### src/hw/rtl/particle_box_collision_step_assert.svh
// ----------------------------------------------------------------------------
// Particle box collision step: assertion macros
// Concurrent assertion forms used by the wall stage.
// ----------------------------------------------------------------------------
`ifndef PARTICLE_BOX_COLLISION_STEP_ASSERT_SVH
`define PARTICLE_BOX_COLLISION_STEP_ASSERT_SVH

// Same-cycle implication, disabled while reset is asserted.
`define PBCS_ASSERT_IMP(label, clk, rstn, ante, cons) \
    label: assert property (@(posedge clk) disable iff (!(rstn)) (ante) |-> (cons)) \
        else $error("pbcs: same-cycle check failed");

// Next-cycle implication, disabled while reset is asserted.
`define PBCS_ASSERT_NXT(label, clk, rstn, ante, cons) \
    label: assert property (@(posedge clk) disable iff (!(rstn)) (ante) |=> (cons)) \
        else $error("pbcs: next-cycle check failed");

`endif

### src/hw/rtl/pbcs_pkg.sv
// ----------------------------------------------------------------------------
// Particle box collision step: package
// Types, constants and saturation helper shared by all pipeline stages.
// ----------------------------------------------------------------------------
package pbcs_pkg;

    localparam int FRAC_BITS  = 16;
    localparam int PROD_SHIFT = 16;
    localparam int TOL_LSB    = ((1 << FRAC_BITS) + 5000) / 10000;
    localparam int DAMP_Q16   = 58982;
    localparam int NUM_AXES   = 3;
    localparam int CFG_IDX_W  = 3;
    localparam int CFG_DATA_W = 32;

    typedef enum logic [CFG_IDX_W-1:0] {
        CFG_BOX_CENTER_X    = 3'd0,
        CFG_BOX_CENTER_Y    = 3'd1,
        CFG_BOX_CENTER_Z    = 3'd2,
        CFG_HALF_EXTENT_X   = 3'd3,
        CFG_HALF_EXTENT_Y   = 3'd4,
        CFG_HALF_EXTENT_Z   = 3'd5,
        CFG_PARTICLE_RADIUS = 3'd6,
        CFG_RESTITUTION     = 3'd7
    } pbcs_cfg_idx_t;

    typedef logic signed [31:0] q16_t;
    typedef logic signed [33:0] bound_t;

    typedef struct packed {
        q16_t        pos_x;
        q16_t        pos_y;
        q16_t        pos_z;
        q16_t        vel_x;
        q16_t        vel_y;
        q16_t        vel_z;
        logic [15:0] time_step;
    } pbcs_in_t;

    typedef struct packed {
        q16_t new_pos_x;
        q16_t new_pos_y;
        q16_t new_pos_z;
        q16_t new_vel_x;
        q16_t new_vel_y;
        q16_t new_vel_z;
        logic needs_update;
    } pbcs_out_t;

    // Box limits already shifted by the particle radius, plus negated restitution.
    typedef struct packed {
        bound_t [NUM_AXES-1:0] lo_in;
        bound_t [NUM_AXES-1:0] hi_in;
        logic signed [17:0]    neg_rest;
    } pbcs_cfg_t;

    typedef struct packed {
        q16_t [NUM_AXES-1:0]        prev;
        q16_t [NUM_AXES-1:0]        vel;
        logic [NUM_AXES-1:0][48:0]  prod_dt;
    } pbcs_s1_t;

    typedef struct packed {
        q16_t [NUM_AXES-1:0]        pos;
        q16_t [NUM_AXES-1:0]        prev;
        q16_t [NUM_AXES-1:0]        vel;
        logic [NUM_AXES-1:0][49:0]  prod_vr;
    } pbcs_s2_t;

    typedef struct packed {
        q16_t [NUM_AXES-1:0] pos;
        q16_t [NUM_AXES-1:0] prev;
        q16_t [NUM_AXES-1:0] vel;
        logic                hit_any;
        logic                floor_hit;
    } pbcs_s3_t;

    localparam bound_t SAT_MAX = 34'sh0_7FFF_FFFF;
    localparam bound_t SAT_MIN = -34'sh0_8000_0000;

    function automatic q16_t sat32(input bound_t v);
        q16_t r;
        if (v > SAT_MAX) begin
            r = 32'sh7FFF_FFFF;
        end else if (v < SAT_MIN) begin
            r = 32'sh8000_0000;
        end else begin
            r = v[31:0];
        end
        return r;
    endfunction

endpackage

### src/hw/rtl/pbcs_damp.sv
// ----------------------------------------------------------------------------
// Particle box collision step: damping and output stages
// Applies floor friction to X and Y velocity and forms the update flag.
// ----------------------------------------------------------------------------
module pbcs_damp import pbcs_pkg::*; (
    input  logic      aclk,
    input  logic      aresetn,
    input  logic      adv,
    input  logic      in_valid,
    input  pbcs_s3_t  in_data,
    output logic      out_valid,
    output pbcs_out_t out_data
);

    localparam logic signed [32:0] TOL_W  = 33'(TOL_LSB);
    localparam logic signed [16:0] DAMP_W = 17'(DAMP_Q16);

    logic                       s4_valid_reg;
    q16_t [NUM_AXES-1:0]        s4_pos_reg;
    q16_t [NUM_AXES-1:0]        s4_vel_reg;
    logic [1:0][48:0]           s4_prod_reg;
    logic [NUM_AXES-1:0]        s4_moved_reg;
    logic                       s4_hit_reg;
    logic                       s4_floor_reg;
    logic [1:0][48:0]           s4_prod_next;
    logic [NUM_AXES-1:0]        s4_moved_next;
    q16_t [NUM_AXES-1:0]        vel_fin;
    logic                       m_valid_reg;
    pbcs_out_t                  m_data_reg;
    pbcs_out_t                  m_data_next;

    always_comb begin
        logic signed [32:0] d;
        d = '0;
        for (int i = 0; i < NUM_AXES; i++) begin
            d = $signed({in_data.pos[i][31], in_data.pos[i]})
              - $signed({in_data.prev[i][31], in_data.prev[i]});
            s4_moved_next[i] = (d > TOL_W) || (d < -TOL_W);
        end
        for (int i = 0; i < 2; i++) begin
            s4_prod_next[i] = $signed(in_data.vel[i]) * DAMP_W;
        end
    end

    always_comb begin
        logic signed [48:0] sh;
        sh = '0;
        vel_fin = s4_vel_reg;
        for (int i = 0; i < 2; i++) begin
            sh = $signed(s4_prod_reg[i]) >>> PROD_SHIFT;
            if (s4_floor_reg) begin
                vel_fin[i] = sat32(sh[33:0]);
            end
        end
        m_data_next.new_pos_x    = s4_pos_reg[0];
        m_data_next.new_pos_y    = s4_pos_reg[1];
        m_data_next.new_pos_z    = s4_pos_reg[2];
        m_data_next.new_vel_x    = vel_fin[0];
        m_data_next.new_vel_y    = vel_fin[1];
        m_data_next.new_vel_z    = vel_fin[2];
        m_data_next.needs_update = s4_hit_reg || (|s4_moved_reg)
                                || (vel_fin[0] != '0) || (vel_fin[1] != '0)
                                || (vel_fin[2] != '0);
    end

    always_ff @(posedge aclk) begin
        if (!aresetn) begin
            s4_valid_reg <= 1'b0;
            m_valid_reg  <= 1'b0;
        end else if (adv) begin
            s4_valid_reg <= in_valid;
            m_valid_reg  <= s4_valid_reg;
        end
    end

    always_ff @(posedge aclk) begin
        if (adv) begin
            s4_pos_reg   <= in_data.pos;
            s4_vel_reg   <= in_data.vel;
            s4_prod_reg  <= s4_prod_next;
            s4_moved_reg <= s4_moved_next;
            s4_hit_reg   <= in_data.hit_any;
            s4_floor_reg <= in_data.floor_hit;
            m_data_reg   <= m_data_next;
        end
    end

    assign out_valid = m_valid_reg;
    assign out_data  = m_data_reg;

endmodule

### config.mk
export PLATFORM = sky130hd
export DESIGN_NAME = pbcs_damp
export DESIGN_NICKNAME = d
export VERILOG_FILES = /design/src/hw/rtl/particle_box_collision_step_assert.svh /design/src/hw/rtl/pbcs_pkg.sv /design/src/hw/rtl/pbcs_damp.sv
export SDC_FILE = /design/constraint.sdc
export NUM_CORES = 2
export LEC_CHECK = 0
export ABC_AREA = 1
export BUFFER_PORTS_ARGS = -buffer_cell sky130_fd_sc_hd__buf_2
export CORE_MARGIN = 8
export CORE_UTILIZATION = 55
export CTS_CLUSTER_SIZE = 16
export DETAILED_ROUTE_END_ITERATION = 10
export PLACE_DENSITY = 0.71
export SETUP_SLACK_MARGIN = 0.02
export SLEW_MARGIN = 25
export SYNTH_ARGS = -nofsm -noshare
export SYNTH_HDL_FRONTEND = slang
export SYNTH_SLANG_ARGS = --single-unit
export TNS_END_PERCENT = 10
### constraint.sdc
create_clock -name aclk -period 10.98 [get_ports aclk]
set_input_delay 0 -clock aclk [delete_from_list [all_inputs] [get_ports aclk]]
set_output_delay 0 -clock aclk [all_outputs]
set_load 0.05 [all_outputs]
==> flow_metrics.py <==
metrics = {
    "final_layout": {
        "nNetsFinal": 7230,
        "fin_util_pct": 64.81,
        "multiInputGateArea_sq_um": 25480,
        "drive_above_1_share_pct": 10.22,
        "area_growth_pct": 16.47,
        "fin_area_sq_um": 52200,
        "seq_area_sq_um": 13730,
        "largest_reg_flops": 193,
        "fill_cells": 6850,
    },
    "worst_setup_path": {
        "cp-end-kind": "flop",
        "crit_fanout": 29,
        "cp_slowest_stage_delay_ps": 600,
        "critical_path_depth": 20,
        "cp-start-kind": "primary input",
        "arrival_ps": 5850,
        "crit_slowest_cell": "fa_1",
        "reg2regPathDepth": 10,
        "crit_type": "primary input to flop",
        "crit_path_cell_trace": "dlygate4sd3_1, buf_2, inv_2, fa_1, inv_1, fa_1, fa_1, inv_1, fa_1, fa_1, inv_1, ha_1, nand2_1, nor2_1, inv_1, nor4_1, o21ai_0, nand3_1, a21oi_1, xor2_1",
        "worstPathRequired_ps": 11340,
        "cpMostUsedCell": "fa_1",
        "cpLargestDelayFamily": "adder cells",
        "cp_num_buf_inv": 7,
    },
    "sta": {
        "finalCriticalPeriod_ps": 5494,
        "relSlewSlack_pct": 32.61,
        "fin_tns_setup_ps": 0,
        "rsz0062_at_grt": "no",
        "setup_violations": 0,
        "hold_slack_ps": 118.4,
        "setup_ws_ps": 5486,
        "final_hold_viol_count": 0,
        "slew_violations": 0,
        "clock_skew_ps": 26.22,
        "fmax_mhz": 182.0,
        "tightestPinTransition_ps": 1011,
        "finalCritPeriodShare_pct": 50.04,
    },
    "pwr": {
        "netSwitchingFraction_pct": 53.65,
        "p_switching_mw": 9.633,
        "vdd_drop_max_mv": 0.3347,
        "combPwrFrac_pct": 74.4,
        "p_leak_nw": 27.70,
        "p_clk_share_pct": 9.4,
        "p_per_area_nw_per_um2": 343.9,
        "p_int_mw": 8.321,
        "p_seq_share_pct": 16.2,
    },
    "drt": {
        "viasPerCell": 5.159,
        "wl_per_cell_microns": 18.99,
        "first_pass_iters": 5,
        "drc": 0,
        "via_count": 37060,
        "ant_nets": 0,
        "drt_iter0_drc": 2981,
        "wirelength_microns": 136400,
    },
    "synth": {
        "synthCells": 5349,
        "synth_common_cells": "inv_1, nand2_1, edfxtp_1",
        "netlist.area_leader.share_pct": 30.55,
        "synth-edff-count": 456,
        "async_reset_ff_share_pct": 0,
        "synth.avg_cell_area_sq_um": 8.379,
        "synth_area_sq_um": 44820,
        "yosys-top-cells-area": "edfxtp_1, fa_1, ha_1, inv_1, nand2_1",
        "synth.most_common_cell": "inv_1",
        "seq_area_frac_synth_pct": 30.64,
        "synthFlopType": "edfxtp_1",
        "synth_cell_type_count": 51,
        "yosysTopAreaCell": "edfxtp_1",
        "yosys_warnings": 0,
        "ys_seq_elements": 458,
        "syn-num-nets": 6506,
    },
    "global_route": {
        "grt_antenna_before_repair": 13,
        "grt_first_pass_wirelength_microns": 209400,
        "globalRoute.totalOverflow": 0,
        "track_usage_pct": 29.62,
        "grt_pass1_vias": 37280,
        "grt_start_max_net_pins": 95,
    },
    "clock_network": {
        "cts_made_buffers": 51,
        "htreeDepth": 2,
        "clk_path_buf_depth": 3,
        "clockRootBuffer": "clkbuf_16",
        "cts_sinks": 458,
        "clk_pin_slew_ps": 60,
        "tritoncts": "built",
        "clk_latency_ps": 620,
    },
    "hold_path": {
        "hold_path_class": "primary input to flop",
        "hold_depth": 2,
    },
    "placed_design": {
        "dp_hpwl_microns": 114000,
        "dpl_cell_area_sq_um": 48580,
        "io_buffers": 487,
        "place_congestion": 0.9953,
        "pre_cts_ws_ps": 5511,
    },
    "floorplan": {
        "die_y_microns": 301.5,
        "coreArea_sq_um": 80550,
        "num_io_pins": 488,
        "initial_core_util_pct": 55.64,
        "die_w_microns": 301.5,
        "fp.dieArea_sq_um": 90880,
        "rows": 104,
    },
    "status": {
        "outcome": "completed",
    },
    "flow_run": {
        "drv_cap": 0,
    },
}
==> worst reg2reg max path, cell delays in order, from the launching register on <==
cell	delay [ps]
edfxtp_1	420
inv_2	580
buf_4	520
a21oi_2	250
buf_4	270
o21ai_0	290
nand2_1	200
nor4_2	730
nand4_1	220
nor2_1	160
nand3_1	90
==> layout make-up <==
type | instances | area share [%]
clock buffers | 64 | 2.598
flip-flops and latches | 458 | 26.31
multi-input cells | 3397 | 48.81
clock inverters | 30 | 0.4914
diodes | 9 | 0.04314
inverters | 1469 | 10.56
well taps | 1060 | 2.541
repair buffers | 696 | 8.643
==> timing repair <==
action                    in CTS  in global routing
buffers inserted               0                  0
hold endpoints to repair     286                  0
hold buffers                 198                  0
gates resized for setup        0                  0
==> cells in the final DEF (no fill, tap or decap), drive strengths merged, types with 2 or more instances in the layout <==
| master | Yosys | routed |
|---|---|---|
| clkbuf | 21 | 64 |
| diode | 0 | 9 |
| a211oi | 4 | 4 |
| and2 | 5 | 5 |
| xnor2 | 35 | 35 |
| a21oi | 187 | 187 |
| nor3 | 20 | 20 |
| nor4 | 31 | 31 |
| o21bai | 15 | 15 |
| nand4 | 50 | 50 |
| or2 | 16 | 16 |
| buf | 4 | 498 |
| edfxtp | 456 | 456 |
| dfxtp | 2 | 2 |
| a21o | 22 | 22 |
| bufinv | 0 | 3 |
| and3 | 6 | 6 |
| o21a | 4 | 4 |
| ha | 448 | 448 |
| nand2 | 1309 | 1309 |
| o21ai | 166 | 166 |
| clkinv | 1 | 22 |
| or4 | 3 | 3 |
| fa | 415 | 415 |
| inv | 1468 | 1474 |
| nand3 | 167 | 167 |
| a31oi | 19 | 19 |
| a21boi | 6 | 6 |
| xor2 | 80 | 80 |
| nand3b | 18 | 18 |
| mux2 | 3 | 3 |
| nor2 | 354 | 354 |
| dlygate4sd3 | 0 | 198 |
| a22oi | 6 | 6 |
==> power groups by stage <==
stage	combinational, mW	sequential, mW	clock [mW]
2_1_floorplan	9.10	3.19	0
3_3_place_gp	13.0	2.93	0
3_5_place_dp	13.1	2.93	0
4_1_cts	13.2	2.90	1.71
5_1_grt	15.0	2.93	1.77
6_report	13.4	2.90	1.68
==> cell families after synthesis <==
logic type	count (synthesis)	share of synthesized area, %
AOI/OAI and AO/OA	435	5.341
xor gates and xnor gates	115	2.331
adders and majority gates	864	31.07
buffers and inverters	1494	12.55
DFF	458	30.64
muxes	3	0.07537
and+or+nand+nor	1980	18.00
==> final timing paths <==
| kind | startpoint | end | slack, ps |
|---|---|---|---|
| max | in_data[33] | s4_prod_reg[45] | 5490 |
| min | in_data[95] | m_data_next[30] | 120 |
| max reg2reg | s4_floor_reg | out_data[0] | 6980 |
| min reg2reg | m_data_next[122] | out_data[122] | 420 |
==> per-stage QoR <==
| step | cells | total power, mW |
|---|---|---|
| CTS | 7174 | 17.84 |
| finish | 7183 | 17.95 |
| global route | 7180 | 19.65 |
| floorplan | 5349 | 12.30 |
| global placement | 6882 | 15.90 |
| detailed placement | 6882 | 16.01 |
==> layer usage <==
layer	wire (microns)	GRT usage, %	vias to the layer above
li1	-	-	17960
met1	57480	39.43	17480
met2	63660	49.80	1395
met3	10500	4.467	232
met4	4780	9.285	2
met5	20	0	-
Note: power is estimated with default switching activity, not from simulation.
