[src/hw/rtl/particle_box_collision_step_assert.svh]
// ----------------------------------------------------------------------------
// Particle box collision step: assertion macros
// Concurrent assertion forms used by the wall stage.
// ----------------------------------------------------------------------------
`ifndef PARTICLE_BOX_COLLISION_STEP_ASSERT_SVH
`define PARTICLE_BOX_COLLISION_STEP_ASSERT_SVH

// Same-cycle implication, disabled while reset is asserted.
`define PBCS_ASSERT_IMP(label, clk, rstn, ante, cons) \
    label: assert property (@(posedge clk) disable iff (!(rstn)) (ante) |-> (cons)) \
        else $error("pbcs: same-cycle check failed");

// Next-cycle implication, disabled while reset is asserted.
`define PBCS_ASSERT_NXT(label, clk, rstn, ante, cons) \
    label: assert property (@(posedge clk) disable iff (!(rstn)) (ante) |=> (cons)) \
        else $error("pbcs: next-cycle check failed");

`endif

[src/hw/rtl/pbcs_pkg.sv]
// ----------------------------------------------------------------------------
// Particle box collision step: package
// Types, constants and saturation helper shared by all pipeline stages.
// ----------------------------------------------------------------------------
package pbcs_pkg;

    localparam int FRAC_BITS  = 16;
    localparam int PROD_SHIFT = 16;
    localparam int TOL_LSB    = ((1 << FRAC_BITS) + 5000) / 10000;
    localparam int DAMP_Q16   = 58982;
    localparam int NUM_AXES   = 3;
    localparam int CFG_IDX_W  = 3;
    localparam int CFG_DATA_W = 32;

    typedef enum logic [CFG_IDX_W-1:0] {
        CFG_BOX_CENTER_X    = 3'd0,
        CFG_BOX_CENTER_Y    = 3'd1,
        CFG_BOX_CENTER_Z    = 3'd2,
        CFG_HALF_EXTENT_X   = 3'd3,
        CFG_HALF_EXTENT_Y   = 3'd4,
        CFG_HALF_EXTENT_Z   = 3'd5,
        CFG_PARTICLE_RADIUS = 3'd6,
        CFG_RESTITUTION     = 3'd7
    } pbcs_cfg_idx_t;

    typedef logic signed [31:0] q16_t;
    typedef logic signed [33:0] bound_t;

    typedef struct packed {
        q16_t        pos_x;
        q16_t        pos_y;
        q16_t        pos_z;
        q16_t        vel_x;
        q16_t        vel_y;
        q16_t        vel_z;
        logic [15:0] time_step;
    } pbcs_in_t;

    typedef struct packed {
        q16_t new_pos_x;
        q16_t new_pos_y;
        q16_t new_pos_z;
        q16_t new_vel_x;
        q16_t new_vel_y;
        q16_t new_vel_z;
        logic needs_update;
    } pbcs_out_t;

    // Box limits already shifted by the particle radius, plus negated restitution.
    typedef struct packed {
        bound_t [NUM_AXES-1:0] lo_in;
        bound_t [NUM_AXES-1:0] hi_in;
        logic signed [17:0]    neg_rest;
    } pbcs_cfg_t;

    typedef struct packed {
        q16_t [NUM_AXES-1:0]        prev;
        q16_t [NUM_AXES-1:0]        vel;
        logic [NUM_AXES-1:0][48:0]  prod_dt;
    } pbcs_s1_t;

    typedef struct packed {
        q16_t [NUM_AXES-1:0]        pos;
        q16_t [NUM_AXES-1:0]        prev;
        q16_t [NUM_AXES-1:0]        vel;
        logic [NUM_AXES-1:0][49:0]  prod_vr;
    } pbcs_s2_t;

    typedef struct packed {
        q16_t [NUM_AXES-1:0] pos;
        q16_t [NUM_AXES-1:0] prev;
        q16_t [NUM_AXES-1:0] vel;
        logic                hit_any;
        logic                floor_hit;
    } pbcs_s3_t;

    localparam bound_t SAT_MAX = 34'sh0_7FFF_FFFF;
    localparam bound_t SAT_MIN = -34'sh0_8000_0000;

    function automatic q16_t sat32(input bound_t v);
        q16_t r;
        if (v > SAT_MAX) begin
            r = 32'sh7FFF_FFFF;
        end else if (v < SAT_MIN) begin
            r = 32'sh8000_0000;
        end else begin
            r = v[31:0];
        end
        return r;
    endfunction

endpackage

[src/hw/rtl/pbcs_wall.sv]
// ----------------------------------------------------------------------------
// Particle box collision step: wall stage
// Tests each axis against the box walls, clamps and reflects the velocity.
// ----------------------------------------------------------------------------
module pbcs_wall import pbcs_pkg::*; (
    input  logic      aclk,
    input  logic      aresetn,
    input  logic      adv,
    input  logic      in_valid,
    input  pbcs_s2_t  in_data,
    input  pbcs_cfg_t cfg,
    output logic      out_valid,
    output pbcs_s3_t  out_data
);

    logic [NUM_AXES-1:0] below;
    logic [NUM_AXES-1:0] above;
    logic                s3_valid_reg;
    pbcs_s3_t            s3_reg;
    pbcs_s3_t            s3_next;

    always_comb begin
        logic signed [33:0] p_ext;
        logic signed [49:0] vr_sh;
        p_ext = '0;
        vr_sh = '0;
        for (int i = 0; i < NUM_AXES; i++) begin
            p_ext    = $signed({{2{in_data.pos[i][31]}}, in_data.pos[i]});
            below[i] = p_ext < $signed(cfg.lo_in[i]);
            above[i] = !below[i] && (p_ext > $signed(cfg.hi_in[i]));
            vr_sh    = $signed(in_data.prod_vr[i]) >>> PROD_SHIFT;
            if (below[i]) begin
                s3_next.pos[i] = sat32(cfg.lo_in[i]);
            end else if (above[i]) begin
                s3_next.pos[i] = sat32(cfg.hi_in[i]);
            end else begin
                s3_next.pos[i] = in_data.pos[i];
            end
            s3_next.vel[i]  = (below[i] || above[i]) ? sat32(vr_sh[33:0]) : in_data.vel[i];
            s3_next.prev[i] = in_data.prev[i];
        end
        s3_next.hit_any   = |(below | above);
        s3_next.floor_hit = below[2];
    end

    always_ff @(posedge aclk) begin
        if (!aresetn) begin
            s3_valid_reg <= 1'b0;
        end else if (adv) begin
            s3_valid_reg <= in_valid;
        end
    end

    always_ff @(posedge aclk) begin
        if (adv) begin
            s3_reg <= s3_next;
        end
    end

    assign out_valid = s3_valid_reg;
    assign out_data  = s3_reg;

`include "particle_box_collision_step_assert.svh"

    `PBCS_ASSERT_NXT(a_floor_flag, aclk, aresetn, adv && in_valid && below[2], s3_reg.floor_hit && s3_reg.hit_any)
    `PBCS_ASSERT_NXT(a_no_hit, aclk, aresetn, adv && in_valid && (below == '0) && (above == '0), !s3_reg.hit_any && (s3_reg.pos == $past(in_data.pos)))
    `PBCS_ASSERT_NXT(a_hold_on_stall, aclk, aresetn, !adv, $stable(s3_reg) && $stable(s3_valid_reg))

endmodule

[config.mk]
export PLATFORM = sky130hd
export DESIGN_NAME = pbcs_wall
export DESIGN_NICKNAME = d
export VERILOG_FILES = /design/src/hw/rtl/pbcs_pkg.sv /design/src/hw/rtl/pbcs_wall.sv
export VERILOG_INCLUDE_DIRS = /design/src /design/src/hw/rtl
export SDC_FILE = /design/constraint.sdc
export NUM_CORES = 1
export LEC_CHECK = 0
export ABC_CLOCK_PERIOD_IN_PS = 9400
export BUFFER_PORTS_ARGS = -buffer_cell sky130_fd_sc_hd__buf_2
export CAP_MARGIN = 20
export CORE_AREA = 4 4 370 372
export CTS_BUF_LIST = sky130_fd_sc_hd__clkbuf_2
export DETAILED_ROUTE_END_ITERATION = 10
export DIE_AREA = 0 0 374 376
export GPL_TIMING_DRIVEN = 0
export PLACE_DENSITY = 0.3
export SLEW_MARGIN = 25
export SYNTH_ARGS = -nofsm -noshare
export SYNTH_HDL_FRONTEND = slang
export SYNTH_SLANG_ARGS = --single-unit
[constraint.sdc]
create_clock -name aclk -period 9.4 [get_ports aclk]
set_clock_uncertainty 0.15 [all_clocks]
set_input_delay 1.41 -clock aclk [delete_from_list [all_inputs] [get_ports aclk]]
set_output_delay 1.41 -clock aclk [all_outputs]
set_load 0.01 [all_outputs]
==> flow_metrics.tcl, run 1 <==
set metrics [dict create \
    utilization_pct 21.5 \
    antenna_found_initial 45 \
    synth_compound_area_share_pct 17.1 \
    dieArea_um2 141000 \
    clockBufferDepth 3 \
    portBuffers 888 \
    drt-vias-per-instance 3.96 \
    nFillCells 15000 \
    yosys.area.top_type "edfxtp_1" \
    cp_slowest_stage_delay_ns 0.70 \
    pre_cts_ws_ns 3.48 \
    synth_top_area_share_pct 47.4 \
    synth_edf_count 290 \
    layoutNonFillerInstCount 4926 \
    status "finished, final reports clean" \
    grt_first_pass_wirelength_mm 149 \
    worst_slack_ns 4.16 \
    fin_tns_setup_ns 0 \
    synth_warnings 0 \
    maxCapViolCount 0 \
    synth-async-reset-ratio_pct 0 \
    drcViolationCount 0 \
    cts_root_buf "clkbuf_2" \
    core_um2 133000 \
    rsz0062_at_grt "no" \
    critPathTopFamily "buffers and inverters" \
    gp_congestion 0.852 \
    crit-reg2reg-launch "out_valid" \
    htree_levels 3 \
    p_clk_share_pct 26.1 \
    finalHoldViolations 0 \
    switchingPower_mw 1.65 \
    via_count 19500 \
    relSlewSlack_pct 41.3 \
    tightest_slew_ns 0.881 \
    synth_area_leaders "edfxtp_1 (47%), ha_1 (14%), o21ai_0 (5.8%), inv_1 (4.9%), a221o_1 (3.4%)" \
    io_pins 955 \
    final.min_clock_period_ns 5.24 \
    power_density_nw_per_um2 150 \
    final_nets 3941 \
    path_class "input pin to flip-flop" \
    synth.ff_latch_count 291 \
    dp.cells 4484 \
    synth.area.mux_share_pct 2.18 \
    p_int_mw 2.63 \
    rows 134 \
    overflow 0 \
    switching_share_pct 38.5 \
    drive_gt1_share_pct 34.0 \
    final_common_cell "buf_2" \
    end_kind "flip-flop" \
    clk_pin_slew_ns 0.10 \
    cp.arrival_ns 6.16 \
    path_buf_inv 5 \
    synth_fp_nets 2689 \
    required_ns 10.32 \
    hold_class "input pin to flip-flop" \
    synth_fa_ha_area_share_pct 13.7 \
    crit_chain "dlygate4sd3_1 > buf_2 > ha_1 > nand4_1 > nor4_2 > o2111ai_1 > o211ai_1 > a21oi_1 > mux2_2 > and2_1 > buf_2 > clkbuf_1 > o21ai_0 > dlygate4sd3_1" \
    cts_resized 0 \
    insertion_delay_ns 1.38 \
    numClockSinks 291 \
    wl_per_cell_um 22.0 \
    finalSetupViolations 0 \
    drt_first_pass_iters 5 \
    start_util_pct 13.8 \
    syn_inst 1824 \
    dieHeight_um 376 \
    max_freq_mhz 191 \
    slew_viol_final 0 \
    synthXorXnorAreaFrac_pct 0.0954 \
    ir_drop_mv 0.0742 \
    p_seq_share_pct 39.7 \
    placed_cell_area_um2 25100 \
    total_power_mw 4.29 \
    ys.flop_type "edfxtp_1" \
    grt_pass1_vias 20400 \
    antenna_left 0 \
    synth_area_um2 18400 \
    cts_inserted_buffers 97 \
    grt_use_total_pct 14.7 \
    period_share_pct 55.7 \
    grt_start_max_net_pins 80 \
    die_width_um 374 \
    p_comb_share_pct 34.2 \
    holdWs_ns 0.311 \
    fin_area_um2 28600 \
    synth-simple-area-share_pct 11.9 \
    slowest_stage "clkbuf_1" \
    cts_tree "yes" \
    startpoint "in_data[430]" \
    dpl.hpwl_mm 88.9 \
    worst-path-max-fanout 10 \
    final_cell_mix "buf_2 (906), edfxtp_1 (290), dlygate4sd3_1 (261)" \
    drt_iter0_drc 926 \
    crit_path_start_kind "input pin" \
    ys_seq_area_share_pct 47.5 \
    syn_avg_cell_area_um2 10.1 \
    area_delta_synth_final_pct 56.0 \
    synth.distinct_cells 50 \
    holdCritStartpoint "cfg[20]" \
    synth_top_family_by_area "compound AO/OA/AOI/OAI gates" \
    wirelength_mm 108 \
    leakagePower_nw 13.1 \
]
cell type report:
type,instances,area [um2],share of cell area (%)
flip-flops and latches,291,8730,30.5
plain buffers,112,474,1.66
repair buffers,1153,7180,25.1
inverters,242,908,3.17
multi-input cells,1179,8250,28.8
clock inverters,32,194,0.677
clock buffers,130,651,2.27
well taps,1768,2210,7.72
diodes,19,47.5,0.166
per-layer routing:
metal	global-route usage [%]	vias up	share of wire, %
met5	0	-	0.19
met4	4.98	32	3.3
met3	6.54	182	9.8
met2	25.4	760	49
met1	16.1	9140	38
li1	-	9386	-
timing repair:
item,CTS,global route
setup buffers,0,0
hold buffers,261,0
endpoints found under the hold margin,238,0
kinds of logic after synthesis:
kind of cell | after synthesis
AO/OA/AOI/OAI | 488
adder cells (fa/ha/maj) | 201
flip-flops | 291
AND/OR/NAND/NOR | 449
XOR/XNOR | 2
multiplexers | 39
buffers and inverters | 354
registers in the layout (all words and copies together) (netlist names):
| signal | count |
|---|---|
| out_data | 290 |
| out_valid | 1 |
cell usage after synthesis (all sizes together), types with 2 or more instances:
cell type  count
and4           7
o221ai        33
nor3b          2
nor4           4
a21boi         2
a211oi         8
nor3          68
o211ai        35
xor2           2
a21oi         88
a221oi         8
a21o          21
nand4         68
nand3         83
edfxtp       290
buf           25
o21ai        213
nand2b         6
a221o         63
ha           201
inv          242
clkbuf        87
o31ai          4
mux2           5
or4            2
nor2b          5
mux2i         34
nor2         115
nand2         82
o21a           3
and2           3
a211o          4
worst min-delay path, cell delays in order:
cell and delay [ns]:
buf_2 0.08, inv_1 0.04, nand2_1 0.05, a221o_1 0.12
power groups by stage:
| stage | Clock (mW) | Sequential, mW | Combinational [mW] |
|---|---|---|---|
| after floorplan | 0 | 1.83 | 0.526 |
| after global placement | 0 | 1.74 | 1.38 |
| after detailed placement | 0 | 1.73 | 1.37 |
| after CTS | 1.24 | 1.71 | 1.50 |
| after global routing | 1.29 | 1.72 | 1.61 |
| final | 1.12 | 1.70 | 1.47 |
final timing paths:
path | endpoint | slack [ns] | cells after the start
max | out_data[88] | 4.16 | 14
min | out_data[196] | 0.31 | 4
max reg2reg | out_valid | 8.10 | 3
min reg2reg | out_valid | 0.92 | 3
No activity file was read; power rests on OpenSTA's default activity.
==> inputs of run 2 (changes only) <==
--- a/config.mk
+++ b/config.mk
@@ -6,7 +6,7 @@
 export SDC_FILE = /design/constraint.sdc
 export NUM_CORES = 1
 export LEC_CHECK = 0
-export ABC_CLOCK_PERIOD_IN_PS = 9400
+export ABC_CLOCK_PERIOD_IN_PS = 5400
 export BUFFER_PORTS_ARGS = -buffer_cell sky130_fd_sc_hd__buf_2
 export CAP_MARGIN = 20
 export CORE_AREA = 4 4 370 372
==> constraint.sdc (replaced) <==
create_clock -name aclk -period 5.4 [get_ports aclk]
set_clock_uncertainty 0.15 [all_clocks]
set_input_delay 0.81 -clock aclk [delete_from_list [all_inputs] [get_ports aclk]]
set_output_delay 0.81 -clock aclk [all_outputs]
set_load 0.01 [all_outputs]
==> run 2 against run 1 <==
  * Via count is 13% higher
  * Critical path type unchanged
  * Power up 90%
  * Clock-buffer cell count did not move
  * First-iteration DRC count up 5.7%
  * Non-clock buffer count increased by 632
  * Utilization rose by 4.7 points
  * Global-route usage is 0.66 points higher
==> flow_metrics.tcl, run 2 (same netlist as run 1, synthesis figures left out) <==
set metrics [dict create \
    status "finished, final reports clean" \
    numClockSinks 291 \
    dp.cells 4484 \
    cp_common_cell "dlygate4sd3_1" \
    grt_start_max_net_pins 80 \
    path_class "input pin to flip-flop" \
    worst-path-max-fanout 10 \
    gp_congestion 0.852 \
    slew_viol_final 0 \
    required_ns 6.45 \
    p_clk_share_pct 24.1 \
    switchingPower_mw 3.01 \
    period_share_pct 94.9 \
    end_kind "flip-flop" \
    htree_levels 3 \
    crit_chain "dlygate4sd3_1 > buf_2 > ha_1 > nand4_1 > nor4_1 > o21ai_0 > a31oi_1 > clkbuf_1 > clkbuf_1 > o211ai_1 > o221ai_1 > dlygate4sd3_1 > dlygate4sd3_1" \
    relSlewSlack_pct 39.1 \
    cts_root_buf "clkbuf_2" \
    overflow 0 \
    layoutNonFillerInstCount 5561 \
    finalSetupViolations 0 \
    utilization_pct 26.2 \
    final_nets 4573 \
    ir_drop_mv 0.146 \
    dpl.hpwl_mm 88.9 \
    reg2reg_slack_ns 4.10 \
    nFillCells 14700 \
    p_comb_share_pct 39.6 \
    grt_pass1_vias 23600 \
    rsz0062_at_grt "no" \
    cp_slowest_stage_delay_ns 0.80 \
    clk_pin_slew_ns 0.11 \
    critPathTopFamily "buffers and inverters" \
    maxCapViolCount 0 \
    grt_first_pass_wirelength_mm 160 \
    start_util_pct 13.8 \
    hold_class "input pin to flip-flop" \
    p_seq_share_pct 36.3 \
    power_density_nw_per_um2 233 \
    crit_path_start_kind "input pin" \
    cts_inserted_buffers 97 \
    drt-vias-per-instance 3.97 \
    startpoint "in_data[401]" \
    core_um2 133000 \
    area_delta_synth_final_pct 90.5 \
    finalHoldViolations 0 \
    cts_tree "yes" \
    p_int_mw 5.14 \
    largest_register_ffs 290 \
    via_count 22100 \
    holdWs_ns 0.324 \
    max_freq_mhz 195 \
    slowest_stage "nor4_1" \
    holdCritStartpoint "in_data[39]" \
    rows 134 \
    leakagePower_nw 15.8 \
    io_pins 955 \
    final_cell_mix "buf_2 (907), dlygate4sd3_1 (892), edfxtp_1 (290)" \
    insertion_delay_ns 1.39 \
    drt_iter0_drc 979 \
    final.min_clock_period_ns 5.12 \
    dieArea_um2 141000 \
    antenna_left 0 \
    tightest_slew_ns 0.905 \
    final_common_cell "buf_2" \
    die_width_um 374 \
    drcViolationCount 0 \
    wirelength_mm 113 \
    dieHeight_um 376 \
    wl_per_cell_um 20.3 \
    path_buf_inv 6 \
    clockBufferDepth 3 \
    drt_first_pass_iters 5 \
    cp.arrival_ns 6.18 \
    antenna_found_initial 38 \
    pre_cts_ws_ns 0.0813 \
    crit-reg2reg-launch "out_valid" \
    portBuffers 888 \
    cts_resized 0 \
    switching_share_pct 36.9 \
    worst_slack_ns 0.277 \
    grt_use_total_pct 15.4 \
    drive_gt1_share_pct 28.3 \
]
==> run 2: metrics by stage <==
step	setup TNS [ns]	instance area (um2)	total power, mW
3_5_place_dp	0	25100	5.40
2_1_floorplan	0	18400	4.10
5_1_grt	0	34900	8.75
4_1_cts	0	34900	8.39
6_report	0	35000	8.15
3_3_place_gp	-606.52	25000	5.44
==> run 2: power groups by stage <==
stage	registers, mW	clock network, mW	logic (mW)
after global routing	2.99	2.25	3.51
after CTS	2.97	2.16	3.27
after detailed placement	3.01	0	2.39
after global placement	3.04	0	2.40
after floorplan	3.18	0	0.915
final	2.96	1.96	3.22
==> run 2: worst paths after layout <==
path | endpoint | depth (start not counted)
worst min register to register | out_valid | 3
worst max register to register | out_valid | 3
worst max-delay path | out_data[242] | 13
worst min-delay path | out_data[25] | 4
==> run 2: layout make-up <==
cell class                      count  area (um2)  share of cell area [%]
Antenna cell                       22        55.1                   0.157
Buffer                            112         474                    1.36
Clock buffer                      130         651                    1.86
Clock inverter                     32         194                   0.555
Inverter                          242         908                    2.60
Multi-Input combinational cell   1179        8250                    23.6
Sequential cell                   291        8730                    25.0
Tap cell                         1768        2210                    6.33
Timing Repair Buffer             1785       13500                    38.6
==> run 2: worst reg2reg max path, stage by stage, from the launching register on <==
cell and delay, ns:
dfxtp_1 0.32, mux2i_1 0.12, nor2b_1 0.06, dlygate4sd3_1 0.55
==> run 2: layer usage <==
layer | global-route usage (%) | vias up | routed length (um) | share of wire, %
met5 | 0 | - | 95 | 0.084
met4 | 5.25 | 14 | 3680 | 3.3
met3 | 5.34 | 168 | 8870 | 7.9
met2 | 26.9 | 760 | 55100 | 49
met1 | 17.3 | 10400 | 44900 | 40
li1 | - | 10700 | - | -
==> run 2: repair_timing <==
item | CTS | global route
setup buffers | 0 | 0
hold buffers | 893 | 0
endpoints found under the hold margin | 504 | 0
