<file path="config.mk">
export PLATFORM = sky130hd
export DESIGN_NAME = pbcs_cfg_regs
export DESIGN_NICKNAME = d
export VERILOG_FILES = /design/src/hw/rtl/particle_box_collision_step_assert.svh /design/src/hw/rtl/pbcs_pkg.sv /design/src/hw/rtl/pbcs_cfg_regs.sv
export SDC_FILE = /design/constraint.sdc
export NUM_CORES = 1
export LEC_CHECK = 0
export BUFFER_PORTS_ARGS = -buffer_cell sky130_fd_sc_hd__buf_2
export CORE_UTILIZATION = 48
export CTS_CLUSTER_SIZE = 30
export DETAILED_ROUTE_END_ITERATION = 16
export HOLD_SLACK_MARGIN = 0.15
export PLACE_DENSITY = 0.67
export SYNTH_ARGS = -nofsm -noshare
export SYNTH_HDL_FRONTEND = slang
export SYNTH_SLANG_ARGS = --single-unit
</file>
<file path="constraint.sdc">
create_clock -name aclk -period 10.5 [get_ports aclk]
set_input_delay 3.15 -clock aclk [delete_from_list [all_inputs] [get_ports aclk]]
set_output_delay 3.15 -clock aclk [all_outputs]
set_load 0.02 [all_outputs]
</file>
<file path="src/hw/rtl/particle_box_collision_step_assert.svh">
// ----------------------------------------------------------------------------
// Particle box collision step: assertion macros
// Concurrent assertion forms used by the wall stage.
// ----------------------------------------------------------------------------
`ifndef PARTICLE_BOX_COLLISION_STEP_ASSERT_SVH
`define PARTICLE_BOX_COLLISION_STEP_ASSERT_SVH

// Same-cycle implication, disabled while reset is asserted.
`define PBCS_ASSERT_IMP(label, clk, rstn, ante, cons) \
    label: assert property (@(posedge clk) disable iff (!(rstn)) (ante) |-> (cons)) \
        else $error("pbcs: same-cycle check failed");

// Next-cycle implication, disabled while reset is asserted.
`define PBCS_ASSERT_NXT(label, clk, rstn, ante, cons) \
    label: assert property (@(posedge clk) disable iff (!(rstn)) (ante) |=> (cons)) \
        else $error("pbcs: next-cycle check failed");

`endif

</file>
<file path="src/hw/rtl/pbcs_pkg.sv">
// ----------------------------------------------------------------------------
// Particle box collision step: package
// Types, constants and saturation helper shared by all pipeline stages.
// ----------------------------------------------------------------------------
package pbcs_pkg;

    localparam int FRAC_BITS  = 16;
    localparam int PROD_SHIFT = 16;
    localparam int TOL_LSB    = ((1 << FRAC_BITS) + 5000) / 10000;
    localparam int DAMP_Q16   = 58982;
    localparam int NUM_AXES   = 3;
    localparam int CFG_IDX_W  = 3;
    localparam int CFG_DATA_W = 32;

    typedef enum logic [CFG_IDX_W-1:0] {
        CFG_BOX_CENTER_X    = 3'd0,
        CFG_BOX_CENTER_Y    = 3'd1,
        CFG_BOX_CENTER_Z    = 3'd2,
        CFG_HALF_EXTENT_X   = 3'd3,
        CFG_HALF_EXTENT_Y   = 3'd4,
        CFG_HALF_EXTENT_Z   = 3'd5,
        CFG_PARTICLE_RADIUS = 3'd6,
        CFG_RESTITUTION     = 3'd7
    } pbcs_cfg_idx_t;

    typedef logic signed [31:0] q16_t;
    typedef logic signed [33:0] bound_t;

    typedef struct packed {
        q16_t        pos_x;
        q16_t        pos_y;
        q16_t        pos_z;
        q16_t        vel_x;
        q16_t        vel_y;
        q16_t        vel_z;
        logic [15:0] time_step;
    } pbcs_in_t;

    typedef struct packed {
        q16_t new_pos_x;
        q16_t new_pos_y;
        q16_t new_pos_z;
        q16_t new_vel_x;
        q16_t new_vel_y;
        q16_t new_vel_z;
        logic needs_update;
    } pbcs_out_t;

    // Box limits already shifted by the particle radius, plus negated restitution.
    typedef struct packed {
        bound_t [NUM_AXES-1:0] lo_in;
        bound_t [NUM_AXES-1:0] hi_in;
        logic signed [17:0]    neg_rest;
    } pbcs_cfg_t;

    typedef struct packed {
        q16_t [NUM_AXES-1:0]        prev;
        q16_t [NUM_AXES-1:0]        vel;
        logic [NUM_AXES-1:0][48:0]  prod_dt;
    } pbcs_s1_t;

    typedef struct packed {
        q16_t [NUM_AXES-1:0]        pos;
        q16_t [NUM_AXES-1:0]        prev;
        q16_t [NUM_AXES-1:0]        vel;
        logic [NUM_AXES-1:0][49:0]  prod_vr;
    } pbcs_s2_t;

    typedef struct packed {
        q16_t [NUM_AXES-1:0] pos;
        q16_t [NUM_AXES-1:0] prev;
        q16_t [NUM_AXES-1:0] vel;
        logic                hit_any;
        logic                floor_hit;
    } pbcs_s3_t;

    localparam bound_t SAT_MAX = 34'sh0_7FFF_FFFF;
    localparam bound_t SAT_MIN = -34'sh0_8000_0000;

    function automatic q16_t sat32(input bound_t v);
        q16_t r;
        if (v > SAT_MAX) begin
            r = 32'sh7FFF_FFFF;
        end else if (v < SAT_MIN) begin
            r = 32'sh8000_0000;
        end else begin
            r = v[31:0];
        end
        return r;
    endfunction

endpackage

</file>
<file path="src/hw/rtl/pbcs_cfg_regs.sv">
// ----------------------------------------------------------------------------
// Particle box collision step: configuration registers
// Holds the box, radius and restitution and precomputes the clamp limits.
// ----------------------------------------------------------------------------
module pbcs_cfg_regs import pbcs_pkg::*; (
    input  logic                  aclk,
    input  logic                  aresetn,
    input  logic                  cfg_we,
    input  logic [CFG_IDX_W-1:0]  cfg_index,
    input  logic [CFG_DATA_W-1:0] cfg_wdata,
    output pbcs_cfg_t             cfg
);

    q16_t [NUM_AXES-1:0]        center_reg;
    logic [NUM_AXES-1:0][30:0]  half_reg;
    logic [30:0]                radius_reg;
    logic [16:0]                rest_reg;
    pbcs_cfg_t                  cfg_reg;
    pbcs_cfg_t                  cfg_next;

    always_ff @(posedge aclk) begin
        if (!aresetn) begin
            center_reg <= '0;
            half_reg[0] <= 31'd6553600;
            half_reg[1] <= 31'd13107200;
            half_reg[2] <= 31'd13107200;
            radius_reg  <= 31'd655360;
            rest_reg    <= 17'd52429;
        end else if (cfg_we) begin
            unique case (pbcs_cfg_idx_t'(cfg_index))
                CFG_BOX_CENTER_X:    center_reg[0] <= cfg_wdata;
                CFG_BOX_CENTER_Y:    center_reg[1] <= cfg_wdata;
                CFG_BOX_CENTER_Z:    center_reg[2] <= cfg_wdata;
                CFG_HALF_EXTENT_X:   half_reg[0]   <= cfg_wdata[30:0];
                CFG_HALF_EXTENT_Y:   half_reg[1]   <= cfg_wdata[30:0];
                CFG_HALF_EXTENT_Z:   half_reg[2]   <= cfg_wdata[30:0];
                CFG_PARTICLE_RADIUS: radius_reg    <= cfg_wdata[30:0];
                CFG_RESTITUTION:     rest_reg      <= cfg_wdata[16:0];
                default: ;
            endcase
        end
    end

    always_comb begin
        for (int i = 0; i < NUM_AXES; i++) begin
            cfg_next.lo_in[i] = $signed({{2{center_reg[i][31]}}, center_reg[i]})
                              - $signed({3'b000, half_reg[i]})
                              + $signed({3'b000, radius_reg});
            cfg_next.hi_in[i] = $signed({{2{center_reg[i][31]}}, center_reg[i]})
                              + $signed({3'b000, half_reg[i]})
                              - $signed({3'b000, radius_reg});
        end
        cfg_next.neg_rest = 18'sd0 - $signed({1'b0, rest_reg});
    end

    always_ff @(posedge aclk) begin
        cfg_reg <= cfg_next;
    end

    assign cfg = cfg_reg;

endmodule

</file>
==> results.ini, run 1 <==
[status]
status = complete, no violations

[global_route]
grt_start_max_net_pins = 103
grt_pass1_vias = 21610
grt_pass1_wl_um = 117600
grt-ovfl-total = 0
antenna_found_initial = 8
track_usage = 0.2495

[pwr]
leakage_nw = 14.83
peakVddDrop_mv = 0.1640
p_comb_frac = 0.306
clockPowerShare = 0.319
p_int_mw = 3.664
pwr-share-seq = 0.375
p_switching_mw = 1.933
swShare = 0.3454
power_density_nw_per_um2 = 175.7

[layout]
drive_gt1_frac = 0.1062
syn_to_final_growth_pct = 12.70
largest_reg_flops = 219
nets = 3931
layout_common_cells = 551 x inv_1, 551 x nand2_1, 456 x dfxtp_1, 258 x buf_2, 221 x a21boi_0
postLayoutCoreUtil = 0.5501
fin_area_sq_um = 31860

[cts]
root_buffer = clkbuf_16
cts_hold_buf = 0
clk_pin_slew_worst_paths_ps = 60
cts_max_path_buffers = 3
cts_resized = 0
numCtsBuffers = 50
post_cts_buffers = 0
clk_latency_ps = 600
htree_num_levels = 2
cts_tree = yes
cts_num_sinks = 456

[logic_synthesis]
synth.avg_cell_area_sq_um = 8.556
synth_cells = 3304
ys_seq_area_frac = 0.3229
synth.net_count = 3724
synth_cell_type_count = 64
ys_async_sr_fraction = 0
ys_ff_latch = 456
ys.flop_type = dfxtp_1
syn_area_sq_um = 28270
synth-edff-count = 0
synth_warnings = 0

[timing]
max_slew_margin = 0.2856
finalMaxSlewViolations = 0
max_freq_mhz = 231.7
worst_pin_slew_ps = 1069
tns_ps = 0
rsz0062_at_grt = false
finalSetupViolCount = 0
fin_crit_sh = 0.4111
finalClockSkew_ps = 13.74
fin_ws_ps = 6183
finalCriticalPeriod_ps = 4317
finalHoldViolCount = 0

[worst_setup_path]
cp.arrival_ps = 4820
cp_max_fo = 32
crit_slowest_cell = nor2_4
max_stage_delay_ps = 860
critPathKind = input pin to flip-flop
reg2regPathDepth = 14
reg2reg_from = center_reg[1]
cp-start-kind = input pin
critical_path_buf_inv_count = 1
worstSetupPathDepth = 5
crit_path_start = cfg_index[2]
cp_cell_sequence = buf_2 > nand2b_1 > nor2_4 > nand2_1 > a21boi_0
crit_family = simple AND/OR/NAND/NOR gates
cp-end-kind = flip-flop
critPathRequiredTime_ps = 11010

[drt]
wl_per_cell_um = 17.27
drt_iter0_drc = 1675
vias = 22190
antenna_left = 0
totalWireLength_um = 74590
firstDrtPassIters = 5
vias_per_cell = 5.137
drc = 0

[floorplan]
die_y_um = 244.7
start_util = 0.4881
rows = 88
io_pins = 260
die_x_um = 244.7
coreArea_sq_um = 57920
dieArea_sq_um = 59870

[placement]
dp_hpwl_um = 57240
gp_congestion = 0.9410
dp_slack_ps = 5618
place_area_sq_um = 30190
port_buffers = 259

[worst_hold_path]
holdPathStages = 0
hp-start = rest_reg[0]
hold_class = flip-flop to flip-flop

[flow_run]
max_cap_viol_count = 0

-- worst paths after layout --
path	to	slack [ps]
worst max-delay path	center_reg[88]	6180
worst min-delay path	cfg[0]	400
worst max register to register	cfg[48]	6300
worst min register to register	cfg[0]	400
-- layout make-up --
cell class / instances / area, sq um
Antenna cell: 4 / 10.01
Sequential cell: 456 / 9129
Clock inverter: 19 / 212.7
Fill cell: 5490 / 26060
Tap cell: 765 / 957.2
Clock buffer: 72 / 1445
Multi-Input combinational cell: 2180 / 16650
Inverter: 552 / 2072
Timing Repair Buffer: 271 / 1389
-- through the flow --
stage / cells / power, mW / hold slack (ps)
2_1_floorplan: 3304 / 3.279 / 364.8
3_3_place_gp: 4224 / 3.836 / 385.7
3_5_place_dp: 4224 / 3.834 / 379.7
4_1_cts: 4315 / 5.637 / 398.2
5_1_grt: 4319 / 5.880 / 410.5
6_report: 4319 / 5.597 / 397.5
-- synthesized netlist by cell type, types with 10 or more instances --
cell type  count  area share
nand2b_1      24      0.0053
nand2_1      552       0.073
nand4_1       17      0.0038
fa_1         186        0.13
nor2b_1       29      0.0064
o211ai_1      20      0.0053
a21oi_1      172       0.030
o21ai_0       73       0.013
a21boi_0     221       0.059
nor3_1        21      0.0037
o21bai_1      21      0.0056
nor2_1       105       0.014
dfxtp_1      456        0.32
and3_1        16      0.0035
xor2_1        53       0.016
a31oi_1       14      0.0031
nand3_1       53      0.0094
inv_1        551       0.073
o21ai_1       12      0.0021
ha_1         196       0.087
and2_1        10      0.0022
o21a_1        30      0.0080
a21o_1       111       0.029
xnor2_1      126       0.039
a211oi_1      15      0.0040
clkbuf_1      96       0.013
clkbuf_2      17      0.0030
-- cells by family (layout without fill, tap and decap cells) --
| family | count (synthesis) | after routing | synth area share |
|---|---|---|---|
| AND/OR/NAND/NOR | 855 | 855 | 0.1286 |
| AO/OA/AOI/OAI | 762 | 762 | 0.1840 |
| buffers and inverters | 668 | 914 | 0.08985 |
| flip-flops | 456 | 456 | 0.3229 |
| adder cells (fa/ha/maj) | 382 | 382 | 0.2185 |
| XOR/XNOR | 179 | 179 | 0.05546 |
| multiplexers | 2 | 2 | 0.0007082 |
| other | 0 | 4 | 0 |
-- routing by layer --
| layer | up-vias | routed length [um] | part of all wire | GRT usage |
|---|---|---|---|---|
| met3 | 104 | 4892 | 0.066 | 0.03455 |
| met4 | 6 | 1585 | 0.021 | 0.06287 |
| met2 | 634 | 31240 | 0.42 | 0.3732 |
| li1 | 11010 | - | - | - |
| met5 | - | 42 | 0.00056 | 0 |
| met1 | 10430 | 36830 | 0.49 | 0.3755 |
-- power groups by stage --
stage,registers (mW),clock network (mW),logic (mW)
2_1_floorplan,2.46,0,0.819
3_3_place_gp,2.14,0,1.70
3_5_place_dp,2.14,0,1.70
4_1_cts,2.11,1.82,1.71
5_1_grt,2.13,1.89,1.86
6_report,2.10,1.78,1.71
(Power assumes the default switching activity.)
==> run 2: changes to the inputs <==
--- a/config.mk
+++ b/config.mk
@@ -10,7 +10,7 @@
 export CTS_CLUSTER_SIZE = 30
 export DETAILED_ROUTE_END_ITERATION = 16
 export HOLD_SLACK_MARGIN = 0.15
-export PLACE_DENSITY = 0.67
+export PLACE_DENSITY = 0.69
 export SYNTH_ARGS = -nofsm -noshare
 export SYNTH_HDL_FRONTEND = slang
 export SYNTH_SLANG_ARGS = --single-unit
==> constraint.sdc (replaced) <==
create_clock -name aclk -period 3.55 [get_ports aclk]
set_input_delay 1.065 -clock aclk [delete_from_list [all_inputs] [get_ports aclk]]
set_output_delay 1.065 -clock aclk [all_outputs]
set_load 0.02 [all_outputs]
==> results.ini, run 2 (synthesis results as in run 1) <==
[worst_setup_path]
r2r_setup_slack_ps = -60
cp-start-kind = flip-flop
critPathKind = flip-flop to flip-flop
critPathRequiredTime_ps = 4030
cp_max_fo = 3
cp.arrival_ps = 4090
timing.rr.end = cfg[112]
cp-end-kind = flip-flop
reg2reg_from = half_reg[63]
reg2regPathDepth = 15

[cts]
numCtsBuffers = 50
cts_num_sinks = 456
cts_max_path_buffers = 3
root_buffer = clkbuf_16
clk_latency_ps = 610
cts_hold_buf = 0
clk_pin_slew_worst_paths_ps = 60
htree_num_levels = 2
cts_tree = yes

[timing]
finalClockSkew_ps = 27.41
finalHoldViolCount = 0
finalCriticalPeriod_ps = 3610
finalSetupViolCount = 2
timing.hold.ws_ps = 393.1
worst_pin_slew_ps = 924.7
max_freq_mhz = 277.0
max_slew_margin = 0.3814
fin_ws_ps = -59.82
finalMaxSlewViolations = 0
rsz0062_at_grt = true
fin_crit_sh = 1.017

[placement]
port_buffers = 259
dp_hpwl_um = 59540
gp_congestion = 0.9195

[layout]
syn_to_final_growth_pct = 19.19
postLayoutCoreUtil = 0.5818
drive_gt1_frac = 0.1698
fillerInstances = 5268
largest_reg_flops = 219
nets = 4089
seqCellArea_sq_um = 9143
layout_common_cells = 551 x nand2_1, 544 x inv_1, 447 x dfxtp_1, 258 x buf_2, 221 x a21boi_0
layout_commonest_cell = nand2_1
multi_input_area_sq_um = 17070

[drt]
totalWireLength_um = 77440
firstDrtPassIters = 5
wl_per_cell_um = 17.29
drt_iter0_drc = 1488
vias = 22750
vias_per_cell = 5.077
drc = 0
antenna_left = 0

[global_route]
grt_start_max_net_pins = 63
grt_pass1_vias = 22200
grt-ovfl-total = 0
track_usage = 0.2553
antenna_found_initial = 8
grt_pass1_wl_um = 119700

[pwr]
leakage_nw = 15.73
total_power_mw = 17.52
power_density_nw_per_um2 = 520.0
peakVddDrop_mv = 0.5158

[floorplan]
start_util = 0.4881
die_y_um = 244.7
coreArea_sq_um = 57920
dieArea_sq_um = 59870
rows = 88
die_x_um = 244.7
io_pins = 260

[flow_run]
max_cap_viol_count = 0

[status]
violations = setup timing
status = complete, but fails checks

[worst_hold_path]
whs_endpoint = cfg[0]
hold_class = flip-flop to flip-flop
hp-start = rest_reg[0]
holdPathStages = 0

[run 2: changes by cell type in the layout (fill, tap and decap cells not counted), sizes merged]
cell,previous run,this run
diode,4,5
buf,271,429
bufinv,3,8
clkinv,12,9
inv,554,552
clkinvlp,2,8
clkbuf,72,68
[run 2: area by class of cell]
class                      instances  share of cell area
clock inverter                    25             0.01144
multi-input combinational       2180              0.5067
sequential                       456              0.2713
inverter                         552             0.06161
antenna                            5           0.0003713
clock buffer                      68             0.04274
timing repair buffer             429             0.07739
tap                              765             0.02841
[run 2: worst max-delay path by stage]
stage	slack (ps)	start	cells past startpoint	end
after detailed placement	-380	radius_reg[1]	13	cfg[150]
after global routing	-230	half_reg[63]	14	cfg[116]
after floorplan	20	center_reg[65]	14	cfg[116]
final	-60	half_reg[63]	15	cfg[112]
after global placement	-310	radius_reg[1]	13	cfg[152]
after CTS	-110	half_reg[63]	14	cfg[116]
[run 2: what timing repair did]
item | CTS | global route
gates resized for setup | 30 | 78
pin swaps | 24 | 56
buffers inserted | 0 | 12
endpoints found under the setup margin | 35 | 53
[run 2: critical path: stages, from the launching register on]
cell,delay [ps]
dfxtp_2,330
inv_2,40
fa_1,570
inv_2,60
fa_2,350
a21oi_2,170
o21ai_2,100
a2111oi_4,450
o21ai_2,150
a221oi_4,300
o21ai_2,100
a221o_1,300
a21o_1,190
buf_4,140
buf_6,100
xor2_1,120
[run 2: power by group]
part	switching [mW]	internal, mW	total (mW)
Sequential	0.271	5.95	6.22
Clock	2.26	3.45	5.71
Combinational	3.41	2.18	5.59
[run 2: routing by layer]
layer / GRT usage / vias to the layer above / wire [um]
met5: 0 / - / 43
met4: 0.07390 / 6 / 1678
met3: 0.03969 / 101 / 4971
met2: 0.3856 / 666 / 33320
met1: 0.3746 / 10660 / 37430
li1: - / 11320 / -
[run 2: stage by stage]
| step | std cells | worst slack [ps] | setup TNS, ps | cell area (sq um) |
|---|---|---|---|---|
| 6_report | 4480 | -59.82 | -119.2 | 33690 |
| 5_1_grt | 4479 | -233.0 | -762.7 | 33690 |
| 3_3_place_gp | 4371 | -309.7 | -1453 | 31300 |
| 3_5_place_dp | 4371 | -379.1 | -2234 | 31300 |
| 2_1_floorplan | 3304 | 16.48 | 0 | 28270 |
| 4_1_cts | 4464 | -111.9 | -111.9 | 33260 |
==> run 3: changes to the inputs <==
--- a/config.mk
+++ b/config.mk
@@ -10,6 +10,7 @@
 export CTS_CLUSTER_SIZE = 30
 export DETAILED_ROUTE_END_ITERATION = 16
 export HOLD_SLACK_MARGIN = 0.15
+export MAX_ROUTING_LAYER = met4
 export PLACE_DENSITY = 0.69
 export SYNTH_ARGS = -nofsm -noshare
 export SYNTH_HDL_FRONTEND = slang
==> results.ini, run 3 (synthesis results as in run 1) <==
[status]
status = complete, but fails checks
violations = setup timing

[pwr]
p_switching_mw = 5.929
leakage_nw = 15.73
power_density_nw_per_um2 = 519.1
swShare = 0.3393
p_comb_frac = 0.321
total_power_mw = 17.47
clockPowerShare = 0.324
pwr-share-seq = 0.356
p_int_mw = 11.54
peakVddDrop_mv = 0.4044

[floorplan]
die_y_um = 244.7
rows = 88
start_util = 0.4881
coreArea_sq_um = 57920
dieArea_sq_um = 59870
io_pins = 260
die_x_um = 244.7

[timing]
finalCriticalPeriod_ps = 3569
max_freq_mhz = 280.2
finalClockSkew_ps = 17.26
finalMaxSlewViolations = 0
fin_crit_sh = 1.005
finalSetupViolCount = 1
worst_pin_slew_ps = 920.7
rsz0062_at_grt = true
finalHoldViolCount = 0
fin_ws_ps = -19.42
max_slew_margin = 0.3840
timing.hold.ws_ps = 393.2

[cts]
clk_pin_slew_worst_paths_ps = 70
cts_num_sinks = 456
htree_num_levels = 2
clk_latency_ps = 610
cts_max_path_buffers = 3
root_buffer = clkbuf_16
numCtsBuffers = 50
cts_hold_buf = 0
cts_tree = yes

[layout]
layout_commonest_cell = nand2_1
syn_to_final_growth_pct = 19.06
fillerInstances = 5257
multi_input_area_sq_um = 17090
largest_reg_flops = 219
nets = 4089
fin_area_sq_um = 33660
finalNonFillerCells = 4478
layout_common_cells = 550 x nand2_1, 545 x inv_1, 447 x dfxtp_1, 258 x buf_2, 221 x a21boi_0
drive_gt1_frac = 0.1706
seqCellArea_sq_um = 9145

[drt]
drt_iter0_drc = 1510
wl_per_cell_um = 17.30
vias = 22820
vias_per_cell = 5.096
antenna_left = 0
drc = 0
totalWireLength_um = 77460
firstDrtPassIters = 8

[worst_setup_path]
cp-start-kind = flip-flop
cp.arrival_ps = 4060
reg2regPathDepth = 14
r2r_setup_slack_ps = -20
critPathKind = flip-flop to flip-flop
cp_max_fo = 2
critPathRequiredTime_ps = 4040
cp-end-kind = flip-flop

[worst_hold_path]
hold_class = flip-flop to flip-flop
holdPathStages = 0

[global_route]
antenna_found_initial = 10
grt_use_met3 = 0.03674
grt_pass1_vias = 22170
top_usage_layer = met2
track_usage = 0.2614
grtUsageMet1 = 0.3771
grt-ovfl-total = 0
gr-usage-met2 = 0.3833
grt_pass1_wl_um = 119300
grt_start_max_net_pins = 99

[placement]
dp_hpwl_um = 59290
gp_congestion = 0.9392
port_buffers = 259
place_area_sq_um = 31290
dpl.cell_count = 4371

[flow_run]
max_cap_viol_count = 0

-- run 3: changes by cell type in the layout (fill, tap and decap cells not counted), sizes merged --
cell      change
clkinvlp      -7
clkbuf        -1
diode         +3
inv           +3
-- run 3: through the flow --
step / setup slack, ps / setup TNS (ps) / util
after floorplan: 16.48 / 0 / -
after global placement: -221.5 / -1110 / 0.5402
after detailed placement: -339.8 / -1874 / 0.5402
after CTS: -9.437 / -9.437 / 0.5733
after global routing: -121.6 / -251.5 / 0.5812
final: -19.42 / -19.42 / 0.5812
-- run 3: timing repair --
action / 4_1_cts / 5_1_grt
gates resized for setup: 26 / 90
setup buffers: 5 / 6
pin swaps: 22 / 35
setup endpoints to repair: 31 / 54
cloned: 0 / 0
-- run 3: worst paths after layout --
kind	start	endpoint
max	half_reg[63]	cfg[116]
max reg2reg	half_reg[63]	cfg[116]
min reg2reg	rest_reg[0]	cfg[0]
min	rest_reg[0]	cfg[0]
-- run 3: power by group through the flow --
| stage | Clock (mW) | Combinational [mW] | Sequential (mW) |
|---|---|---|---|
| after CTS | 5.75 | 5.43 | 6.23 |
| after floorplan | 0 | 2.42 | 7.28 |
| final | 5.65 | 5.60 | 6.22 |
| after global placement | 0 | 5.35 | 6.32 |
| after detailed placement | 0 | 5.34 | 6.33 |
| after global routing | 5.97 | 6.03 | 6.29 |
-- run 3: layer usage --
layer  share of wire  vias to the layer above
met1            0.49                    10760
li1                -                    11320
met5               0                        -
met4           0.023                        0
met3           0.060                      123
met2            0.43                      618
-- run 3: cell type report --
class | count | area share
Inverter | 552 | 0.06174
Clock buffer | 67 | 0.04238
Timing Repair Buffer | 429 | 0.07699
Antenna cell | 8 | 0.0005948
Multi-Input combinational cell | 2180 | 0.5078
Sequential cell | 456 | 0.2717
Tap cell | 765 | 0.02844
Clock inverter | 21 | 0.01037
-- run 3: critical path: stages, from the launching register on --
cell       delay (ps)
dfxtp_2           340
inv_2              40
fa_1              560
inv_2              50
fa_2              370
a21oi_2           160
o21ai_2           110
a2111oi_4         360
o21ai_2           120
a221oi_2          340
o21ai_2           120
a221o_1           310
a21o_1            200
a221oi_2          260
xnor2_1           110
